File: src/sv/vrefr_sqrt.sv
// ---------------------------------------------------------------------------
// vrefr_sqrt
// Pipelined digit-by-digit integer square root, one root bit per stage.
// ---------------------------------------------------------------------------
module vrefr_sqrt #(
    parameter int XW = 34
) (
    input  logic              clk,
    input  logic              rst_n,
    input  logic              in_valid,
    input  logic [XW-1:0]     x,
    output logic              out_valid,
    output logic [XW/2-1:0]   root
);

    localparam int RW = XW / 2;

    logic [RW-1:0] valid_reg;
    logic [RW+1:0] rem_reg  [RW];
    logic [RW-1:0] root_reg [RW];
    logic [XW-1:0] x_reg    [RW];

    genvar g;
    generate
        for (g = 0; g < RW; g++)
        begin : g_stage
            logic          v_in;
            logic [RW+1:0] rem_in;
            logic [RW-1:0] root_in;
            logic [XW-1:0] x_in;
            logic [RW+3:0] cur;
            logic [RW+3:0] trial;
            if (g == 0)
            begin : g_first
                assign v_in    = in_valid;
                assign rem_in  = '0;
                assign root_in = '0;
                assign x_in    = x;
            end
            else
            begin : g_next
                assign v_in    = valid_reg[g-1];
                assign rem_in  = rem_reg[g-1];
                assign root_in = root_reg[g-1];
                assign x_in    = x_reg[g-1];
            end
            // bring down two bits, try (root << 2) | 1
            assign cur   = {rem_in, x_in[XW-1-2*g -: 2]};
            assign trial = {root_in, 2'b01};

            always_ff @(posedge clk or negedge rst_n)
            begin
                if (!rst_n)
                begin
                    valid_reg[g] <= 1'b0;
                end
                else
                begin
                    valid_reg[g] <= v_in;
                end
            end

            always_ff @(posedge clk)
            begin
                if (cur >= trial)
                begin
                    rem_reg[g]  <= (RW+2)'(cur - trial);
                    root_reg[g] <= {root_in[RW-2:0], 1'b1};
                end
                else
                begin
                    rem_reg[g]  <= cur[RW+1:0];
                    root_reg[g] <= {root_in[RW-2:0], 1'b0};
                end
                x_reg[g] <= x_in;
            end
        end
    endgenerate

    assign out_valid = valid_reg[RW-1];
    assign root      = root_reg[RW-1];

endmodule

File: config.mk
export PLATFORM = sky130hd
export DESIGN_NAME = vrefr_sqrt
export DESIGN_NICKNAME = d
export VERILOG_FILES = /design/src/sv/vrefr_sqrt.sv
export SDC_FILE = /design/constraint.sdc
export NUM_CORES = 1
export LEC_CHECK = 0
export BUFFER_PORTS_ARGS = -buffer_cell sky130_fd_sc_hd__buf_2
export CORE_MARGIN = 1.5
export CORE_UTILIZATION = 40
export DETAILED_ROUTE_END_ITERATION = 8
export MAX_ROUTING_LAYER = met4
export PLACE_DENSITY_LB_ADDON = 0.2
export SLEW_MARGIN = 5
export SYNTH_ARGS = -nofsm -noshare
export SYNTH_HDL_FRONTEND = slang
export SYNTH_SLANG_ARGS = --single-unit
File: constraint.sdc
create_clock -name clk -period 3.6 [get_ports clk]
set_clock_uncertainty 0.15 [all_clocks]
set_input_delay 0.36 -clock clk [delete_from_list [all_inputs] [get_ports clk]]
set_output_delay 0.36 -clock clk [all_outputs]
set_load 0.03 [all_outputs]
==> results.json <==
{
  "diodes": 0,
  "status": "finished clean",
  "portBuffers": 54,
  "numCtsBuffers": 75,
  "routed_wl_mm": 47.7,
  "cp-start-kind": "flip-flop",
  "clock_tree.root_cell": "clkbuf_16",
  "htreeDepth": 3,
  "final_area_um2": 30000,
  "wl_per_cell_um": 13.6,
  "synth.net_count": 2645,
  "synth_top_family_by_area": "simple AND/OR/NAND/NOR gates",
  "avgSynthCellArea_um2": 10.6,
  "max_slew_margin_pct": 52.1,
  "die_area_um2": 65900,
  "grt-busiest-layer": "met2",
  "regToRegSetupSlack_ps": 440,
  "met2_usage_pct": 23.2,
  "grt-ovfl-total": 0,
  "clkTransAtPathRegs_ps": 60,
  "grt_usage_pct": 15.0,
  "final_max_slew_viol_count": 0,
  "critPathBufInv": 2,
  "pin_count": 55,
  "start_util_pct": 40.6,
  "cts_tree": "done",
  "critical_path_class": "reg2reg",
  "synth_compound_area_share_pct": 11.2,
  "cts_max_path_buffers": 3,
  "drt-initial-drc-count": 1012,
  "drive_gt1_share_pct": 9.77,
  "hold_path_class": "in2async",
  "async_reset_ff_share_pct": 2.35,
  "grt_max_degree": 29,
  "coreArea_um2": 63300,
  "instances_no_fill": 3496,
  "path_cells": "inv_1, ha_1, o21ai_0, a211oi_1, o2111ai_1, nand2_1, a2111oi_2, and2b_1, buf_4, mux2i_1",
  "rsz0062_at_grt": "false",
  "cap_violations": 0,
  "clock_sinks": 724,
  "hold_slack_ps": 42.1,
  "synth_ff_type": "dfxtp_1",
  "placed_cell_area_um2": 27000,
  "power_density_nw_per_um2": 722,
  "postSynthCellCount": 2437,
  "synth_area_um2": 25700,
  "dr.pass1.iters": 6,
  "cp-end-kind": "flip-flop",
  "final-setup-viol-count": 0,
  "arrival_ps": 3550,
  "synth-simple-area-share_pct": 12.3,
  "grt_pass1_vias": 16400,
  "cts_setup_buffers": 0,
  "fillerInstances": 5911,
  "grt_util_met1_pct": 19.7,
  "synth_enable_flop_cells": 0,
  "die_w_um": 257,
  "path_max_fanout": 17,
  "grt_pass1_wl_mm": 79.9,
  "power_mw": 21.7,
  "synth.distinct_cells": 78,
  "synth_top_cell_by_area": "dfxtp_1",
  "via_count": 16800,
  "ys_seq_elements": 724,
  "largest_reg_flops": 282,
  "max_stage_delay_ps": 530,
  "die_h_um": 257,
  "path_delay_family": "compound AO/OA/AOI/OAI gates",
  "synthAdderAreaFrac_pct": 8.32,
  "fin_crit_sh_pct": 87.9,
  "row_count": 92,
  "drc": 0,
  "insertion_delay_ps": 610,
  "area_delta_synth_final_pct": 16.6,
  "period_needed_ps": 3160,
  "p_leak_nw": 14.0,
  "dp.cells": 3323,
  "gp_congestion": 0.836,
  "ys_seq_area_share_pct": 56.7,
  "crit_slowest_cell": "and2b_1",
  "clock.fmax_mhz": 316,
  "nNetsFinal": 2799,
  "muxShareOfSynthArea_pct": 1.20,
  "dp_hpwl_mm": 35.7,
  "fin_setup_tns_ps": 0,
  "ir_drop_uv": 440,
  "synthTopCellsByArea": "dfxtp_1 (55%), ha_1 (8.3%), xor2_1 (3.4%)",
  "antenna_found_initial": 1,
  "synth_xor_area_share_pct": 6.84,
  "yosysTopAreaCellShare_pct": 55.0,
  "tightest_slew_ps": 716,
  "ant_nets": 0,
  "cp.required_ps": 3980,
  "grtUsageMet3_pct": 2.77,
  "hold_violations": 0,
  "vias_per_cell": 4.79,
  "ys_warn_count": 0
}
-- logic make-up after synthesis --
kind of cell,Yosys count
DFF,724
and+or+nand+nor,620
AOI/OAI and AO/OA,459
buffers and inverters,233
xor gates and xnor gates,201
adders and majority gates,171
muxes,28
other,1
-- cell usage after synthesis, types with 8 or more instances --
cell / instances
nand2b_1: 42
nor2_1: 141
nor4_1: 26
o21a_1: 34
dfxtp_1: 707
xnor2_1: 100
inv_1: 207
o31ai_1: 13
nor2b_1: 29
nand2_1: 145
nor3_1: 81
a211oi_1: 16
or3_1: 23
dfrtp_1: 17
or4_1: 9
buf_2: 16
o21ai_0: 136
and3_1: 9
a21o_1: 40
nand3_1: 33
a31oi_1: 19
a21oi_1: 129
mux2_2: 22
ha_1: 171
or2_2: 16
xor2_1: 101
clkbuf_1: 9
o211ai_1: 8
nand3b_1: 9
nand4_1: 21
-- metrics by stage --
stage	util, %	setup WS, ps
6_report	47.4	436
5_1_grt	47.4	103
4_1_cts	47.4	451
3_5_place_dp	42.7	478
3_3_place_gp	42.7	514
2_1_floorplan	-	966
-- layout make-up --
cell class | instances | area [um2] | area share [%]
repair buffers | 103 | 731 | 2.44
inverters | 207 | 777 | 2.59
clock inverters | 35 | 409 | 1.36
multi-input cells | 1480 | 10300 | 34.2
flip-flops and latches | 724 | 14600 | 48.6
well taps | 846 | 1060 | 3.53
clock buffers | 101 | 2190 | 7.29
-- where the power goes --
part | total, mW | internal [mW] | switching (mW)
logic | 3.52 | 1.67 | 1.85
registers | 10.3 | 9.38 | 0.929
clock network | 7.83 | 4.68 | 3.15
-- cell usage in the layout, fill, tap and decap left out, types with 7 or more instances in the layout --
cell and n:
clkbuf_16 76, or4_1 9, inv_1 207, nor2b_1 29, dfxtp_1 707, nand4_1 21
nor2_1 141, a21oi_1 128, o211ai_1 8, buf_4 12, ha_1 171, o31ai_1 13
xnor2_1 100, nand3b_1 9, and2_1 7, clkinvlp_4 9, dlygate4sd3_1 37, nand2b_1 42
or2_2 16, nor4_1 26, nand3_1 33, clkbuf_8 19, buf_2 54, and3_1 9
or3_1 23, xor2_1 101, a21o_1 40, dfrtp_1 17, nand2_1 145, nor3_1 80
mux2_2 22, o21a_1 34, o21ai_0 136, a211oi_1 16, clkinv_2 13, a31oi_1 19
-- path summary, 6_finish.rpt --
kind,from,cells after the start,to
setup / recovery,root_reg[13][0],10,rem_reg[14][1]
hold / removal,rst_n,2,g_stage[7].v_in
setup reg to reg,root_reg[13][0],10,rem_reg[14][1]
hold reg to reg,x_reg[0][145],0,x_reg[0][179]
max in group asynchronous,rst_n,2,g_stage[12].v_in
min in group clk,x_reg[0][145],0,x_reg[0][179]
-- what timing repair did --
item                                   CTS  global route
gates resized for setup                  0             0
hold buffers                            37             0
endpoints found under the hold margin   53             0
-- metal layers --
metal	part of all wire, %	vias up	wire length [um]
met1	49	7738	23400
li1	-	8626	-
met5	0	-	0
met2	45	326	21200
met4	1.9	0	907
met3	4.4	68	2100
Power figures use the tool's default switching activity.
