==> config.mk <==
export PLATFORM = sky130hd
export DESIGN_NAME = vrefr_div
export DESIGN_NICKNAME = d
export VERILOG_FILES = /design/src/sv/vrefr_pkg.sv /design/src/sv/vrefr_div.sv
export SDC_FILE = /design/constraint.sdc
export NUM_CORES = 2
export LEC_CHECK = 0
export BUFFER_PORTS_ARGS = -buffer_cell sky130_fd_sc_hd__buf_4
export CELL_PAD_IN_SITES_DETAIL_PLACEMENT = 0
export CELL_PAD_IN_SITES_GLOBAL_PLACEMENT = 1
export CORE_MARGIN = 2
export CORE_UTILIZATION = 46
export DETAILED_ROUTE_END_ITERATION = 10
export PLACE_DENSITY_LB_ADDON = 0.1
export SLEW_MARGIN = 20
export SYNTH_ARGS = -nofsm -noshare
export SYNTH_HDL_FRONTEND = slang
export SYNTH_SLANG_ARGS = --single-unit
==> constraint.sdc <==
create_clock -name clk -period 2.7 [get_ports clk]
set_input_delay 0.54 -clock clk [delete_from_list [all_inputs] [get_ports clk]]
set_output_delay 0.54 -clock clk [all_outputs]
set_load 0.005 [all_outputs]
==> src/sv/vrefr_pkg.sv <==
// ---------------------------------------------------------------------------
// vrefr_pkg
// Shared types and constants of the refraction pipeline.
// ---------------------------------------------------------------------------
package vrefr_pkg;

    // fixed width of the refractive index fields, Q3.13
    localparam int INDEX_BITS = 16;
    localparam int ETA_FRAC   = 13;
    localparam int ETA_MAX    = 65535;

    // quotient stages: one bit of the quotient per stage
    localparam int QUOT_BITS  = 30;

    // flags that travel with an item
    typedef struct packed {
        logic valid;
        logic index_error;
    } vrefr_ctl_t;

endpackage

==> src/sv/vrefr_div.sv <==
// ---------------------------------------------------------------------------
// vrefr_div
// Pipelined restoring divider for eta = index_from * 2^13 / index_to.
// ---------------------------------------------------------------------------
module vrefr_div (
    input  logic        clk,
    input  logic        rst_n,
    input  logic        in_valid,
    input  logic [15:0] num,
    input  logic [15:0] den,
    output logic        out_valid,
    output logic [15:0] eta
);

    localparam int NB = vrefr_pkg::QUOT_BITS;

    // per-stage remainder, quotient, dividend, divisor and valid bit
    logic [NB-1:0] valid_reg;
    logic [16:0]   rem_reg [NB];
    logic [NB-1:0] quo_reg [NB];
    logic [15:0]   den_reg [NB];
    logic [NB-1:0] num_reg [NB];

    // dividend held as 30 bits: num shifted by 13, fed one bit a stage
    logic [NB-1:0] dividend;
    assign dividend = {1'b0, num, 13'd0};

    genvar g;
    generate
        for (g = 0; g < NB; g++)
        begin : g_stage
            logic          v_in;
            logic [16:0]   rem_in;
            logic [NB-1:0] quo_in;
            logic [NB-1:0] num_in;
            logic [15:0]   den_in;
            logic [17:0]   trial;
            logic [17:0]   diff;
            if (g == 0)
            begin : g_first
                assign v_in   = in_valid;
                assign rem_in = '0;
                assign quo_in = '0;
                assign num_in = dividend;
                assign den_in = den;
            end
            else
            begin : g_next
                assign v_in   = valid_reg[g-1];
                assign rem_in = rem_reg[g-1];
                assign quo_in = quo_reg[g-1];
                assign num_in = num_reg[g-1];
                assign den_in = den_reg[g-1];
            end
            // shift in the next dividend bit, trial subtract
            assign trial = {rem_in, num_in[NB-1-g]};
            assign diff  = trial - {2'b00, den_in};

            always_ff @(posedge clk or negedge rst_n)
            begin
                if (!rst_n)
                begin
                    valid_reg[g] <= 1'b0;
                end
                else
                begin
                    valid_reg[g] <= v_in;
                end
            end

            always_ff @(posedge clk)
            begin
                if (!diff[17])
                begin
                    rem_reg[g] <= diff[16:0];
                end
                else
                begin
                    rem_reg[g] <= trial[16:0];
                end
                quo_reg[g] <= {quo_in[NB-2:0], ~diff[17]};
                num_reg[g] <= num_in;
                den_reg[g] <= den_in;
            end
        end
    endgenerate

    // saturate the quotient to the eta range
    assign out_valid = valid_reg[NB-1];
    assign eta = (quo_reg[NB-1] > NB'(vrefr_pkg::ETA_MAX)) ? 16'hFFFF
                                                            : quo_reg[NB-1][15:0];

endmodule

==> summary.md <==
| Metric | Value |
|---|---|
| Root Driver | clkbuf_16 |
| Drt wl/cell | between 10 and 15 um |
| Worst reg-to-reg setup slack | around 0.050 ns |
| Most common cell in the netlist | dfxtp_1 |
| Top cells by count, synth | 1557 x dfxtp_1, 558 x inv_1, 452 x ha_1, 358 x nor2_1, 334 x a21oi_1 |
| GP Congestion | between 0.8 and 0.9 |
| Total CTS buffers | 164 |
| Reg2Reg Depth | 11 |
| Largest stage delay, worst path | approximately 0.34 ns |
| Main synth FF type | dfxtp_1 |
| Synth Warn # | 0 |
| Worst-path fanout max | 16 |
| Sequential area share after synthesis | 51.7% |
| Flops & latches, synth | roughly 1600 |
| Cell family with most CP delay | simple AND/OR/NAND/NOR gates |
| Finish-stage setup viols | 16 |
| Crit start category | register |
| Min-Delay Path Class | primary input to asynchronous set/reset pin |
| Grt total ovfl | 0 |
| Number of flip-flops in the largest register | between 400 and 500 |
| Routed wire length | 123 mm |
| MaxCap Viol Count | 0 |
| Final #Nets | about 6800 |
| Cell accounting for the most synthesized area | dfxtp_1 |
| DP HPWL | 88.6 mm |
| DRT antenna net count | 0 |
| Worst setup EP type | primary output |
| First-pass DRT Iterations | 5 |
| Max IR drop VDD | 693 uV |
| Row count | around 130 |
| Layout Area Growth over Synthesis | 20.9% |
| TNS Setup | -2.45 ns |
| Initial antenna violation count | 1 |
| Hold Fails Final Rpt | 0 |
| Post-synth EDFFs | 0 |
| Worst Tran Pin Value | around 0.55 ns |
| Pwr Density | 1440 nW/um^2 |
| Routed via count | 40500 |
| Slew Limit Fails | 0 |
| Ys async rst share | 1.89% |
| Cells after Synth | between 5000 and 6000 |
| Final Core Density | 56.0% |
| Post-Syn Area | slightly above 60000 um^2 |
| Status | finished, violations left |
| CP Class | register to primary output |
| Sum of buffers and inverters on the critical path | 3 |
| Reg clk slew, reported paths | 0.06 ns |
| DRC Markers | 0 |
| Pin count of the biggest net entering global routing | 31 |
| Starting density of the core | approximately 46% |
| CTS tree | done |
| Clock net sink count | ~1600 |
| Design Area, Final | about 75000 um^2 |
| Worst EP arrival | roughly 2.4 ns |
| Deepest clock path buffer count | 3 |
| Final min period | a little under 3 ns |
| CP most frequent cell | buf_4 |
| Final worst-path setup slack | -0.215 ns |
| Die ar. | ~140000 um^2 |
| Tcrit/Tclk final | 108% |
| GRT Overall Usage | 17.1% |
| RR Endpoint | rem_reg[3][14] |
| Fmax | between 300 and 400 MHz |
| Fill count | roughly 12000 |
| Critical path required time | ~2.2 ns |
| Wire length of the first global-routing pass | between 150 and 200 mm |
| CP max-delay cell | or2_2 |
| Leakage | 33.8 nW |
| Synth top area share | roughly 50% |
| Die W | 370 um |
| H-tree depth | 4 |
| Synthesized area per cell | about 11 um^2 |
| Number of distinct library cells after synthesis | 93 |
| PortBufs | 51 |
| Failing checks | setup timing |
| Worst-Skew Late Latency | approximately 0.8 ns |
| Die Height | roughly 370 um |
| Post-Place Cell Area | between 60000 and 70000 um^2 |
| CP cell instances | nor4_2, buf_4, nand4_1, buf_6, or2_2, buf_4 |
| 1st-iter DRT viols | between 1500 and 2000 |
| Core area | between 100000 and 150000 um^2 |
| I/O pins | 52 |
| Worst Clk Skew | 0.0193 ns |
| Max transition margin | 63.1% |
| RSZ-0062 raised after global routing | true |
| Synth area leaders | dfxtp_1 50%, ha_1 9.2%, mux2_2 3.6% |
| Vias in the first global route | between 30000 and 40000 |
| Via density | about 4.9 |
| Critical R2R Launch | den_reg[1][114] |
| Share of cells above drive strength 1 | 20.1% |
-- metal layers --
metal | global-route usage, % | wire length [um] | vias to the layer above
li1 | - | - | 21000
met3 | 3.06 | 4350 | 167
met5 | 0 | 11 | -
met2 | 27.0 | 54300 | 504
met4 | 4.95 | 2380 | 2
met1 | 24.0 | 61600 | 18800
-- how the worst max path moves through the flow --
| stage | startpoint | to | cells past startpoint |
|---|---|---|---|
| final | quo_reg[29][28] | eta[7] | 6 |
| after global routing | quo_reg[29][28] | eta[7] | 6 |
| after CTS | quo_reg[29][28] | eta[7] | 6 |
| after detailed placement | den_reg[1][129] | rem_reg[3][21] | 10 |
| after global placement | den_reg[1][129] | rem_reg[3][21] | 10 |
| after floorplan | den_reg[1][132] | rem_reg[3][26] | 11 |
-- cells in the final DEF (no fill, tap or decap), types with 24 or more instances in the layout --
cell type      netlist  routed
o21a_1              75      75
mux2_2             196     174
clkbuf_8             0      28
nor3_1             106     104
nand3_1            103     103
ha_1               452     397
o21ai_0            188     178
mux2_4              70      98
buf_6               10      24
inv_1              558     555
dfrtp_1             30      30
fa_1                28      27
nor2b_1             94      87
nand2b_1           115     114
or2_2               29      29
ha_4                 0      37
a21oi_2             18      50
and3_1              52      51
o21ai_1             24      24
nor2_1             358     339
nand2_1            223     219
clkbuf_16            0     170
a211oi_1            42      34
a21oi_1            334     300
xnor2_1            236     236
a21o_1             165     165
xor2_1              94      94
buf_4               10     356
or3_1               43      43
dfxtp_2              0      35
dfxtp_1           1557    1517
o31ai_1             29      26
a31oi_1             48      46
mux2i_1             61      61
dlygate4sd3_1        0      34
-- metrics by stage --
step,setup slack [ns],hold WS [ns],cells,power (mW)
after detailed placement,-0.219,0.312,7814,79.6
after global placement,-0.214,0.309,7814,79.4
after floorplan,0.158,0.244,5772,68.2
after global routing,-0.352,0.214,8219,115
after CTS,-0.368,0.157,8155,104
final,-0.215,0.224,8220,108
-- power breakdown --
group | switching, mW | internal [mW] | total [mW]
Clock | 9.43 | 14.1 | 23.5
Combinational | 23.0 | 25.9 | 48.9
Sequential | 3.85 | 31.4 | 35.2
Total | 36.3 | 71.4 | 108
-- repair_timing --
item / 4_1_cts / 5_1_grt
resized for setup: 22 / 335
setup endpoints to repair: 118 / 369
endpoints found under the hold margin: 63 / 0
buffers inserted: 3 / 45
pin swaps: 5 / 78
cloned: 0 / 20
hold buffers: 34 / 0
-- cell type report --
class | count | area, um^2 | area share [%]
Antenna cell | 1 | 2.50 | 0.00335
Clock buffer | 214 | 4570 | 6.12
Clock inverter | 90 | 1220 | 1.64
Inverter | 559 | 2100 | 2.81
Multi-Input combinational cell | 3565 | 28900 | 38.7
Sequential cell | 1587 | 32000 | 42.8
Tap cell | 1768 | 2210 | 2.96
Timing Repair Buffer | 436 | 3720 | 4.98
-- cells by family after synthesis --
family          count (synthesis)  synth area share, %
compound gates               1166                 12.9
fa+ha+maj                     480                 10.1
buf+inv                       626                 4.08
xor+xnor                      333                 4.79
mux                           337                 6.45
flops                        1587                 51.7
other cells                     1              0.00607
simple gates                 1236                 10.1
No activity file was read; power rests on OpenSTA's default activity.
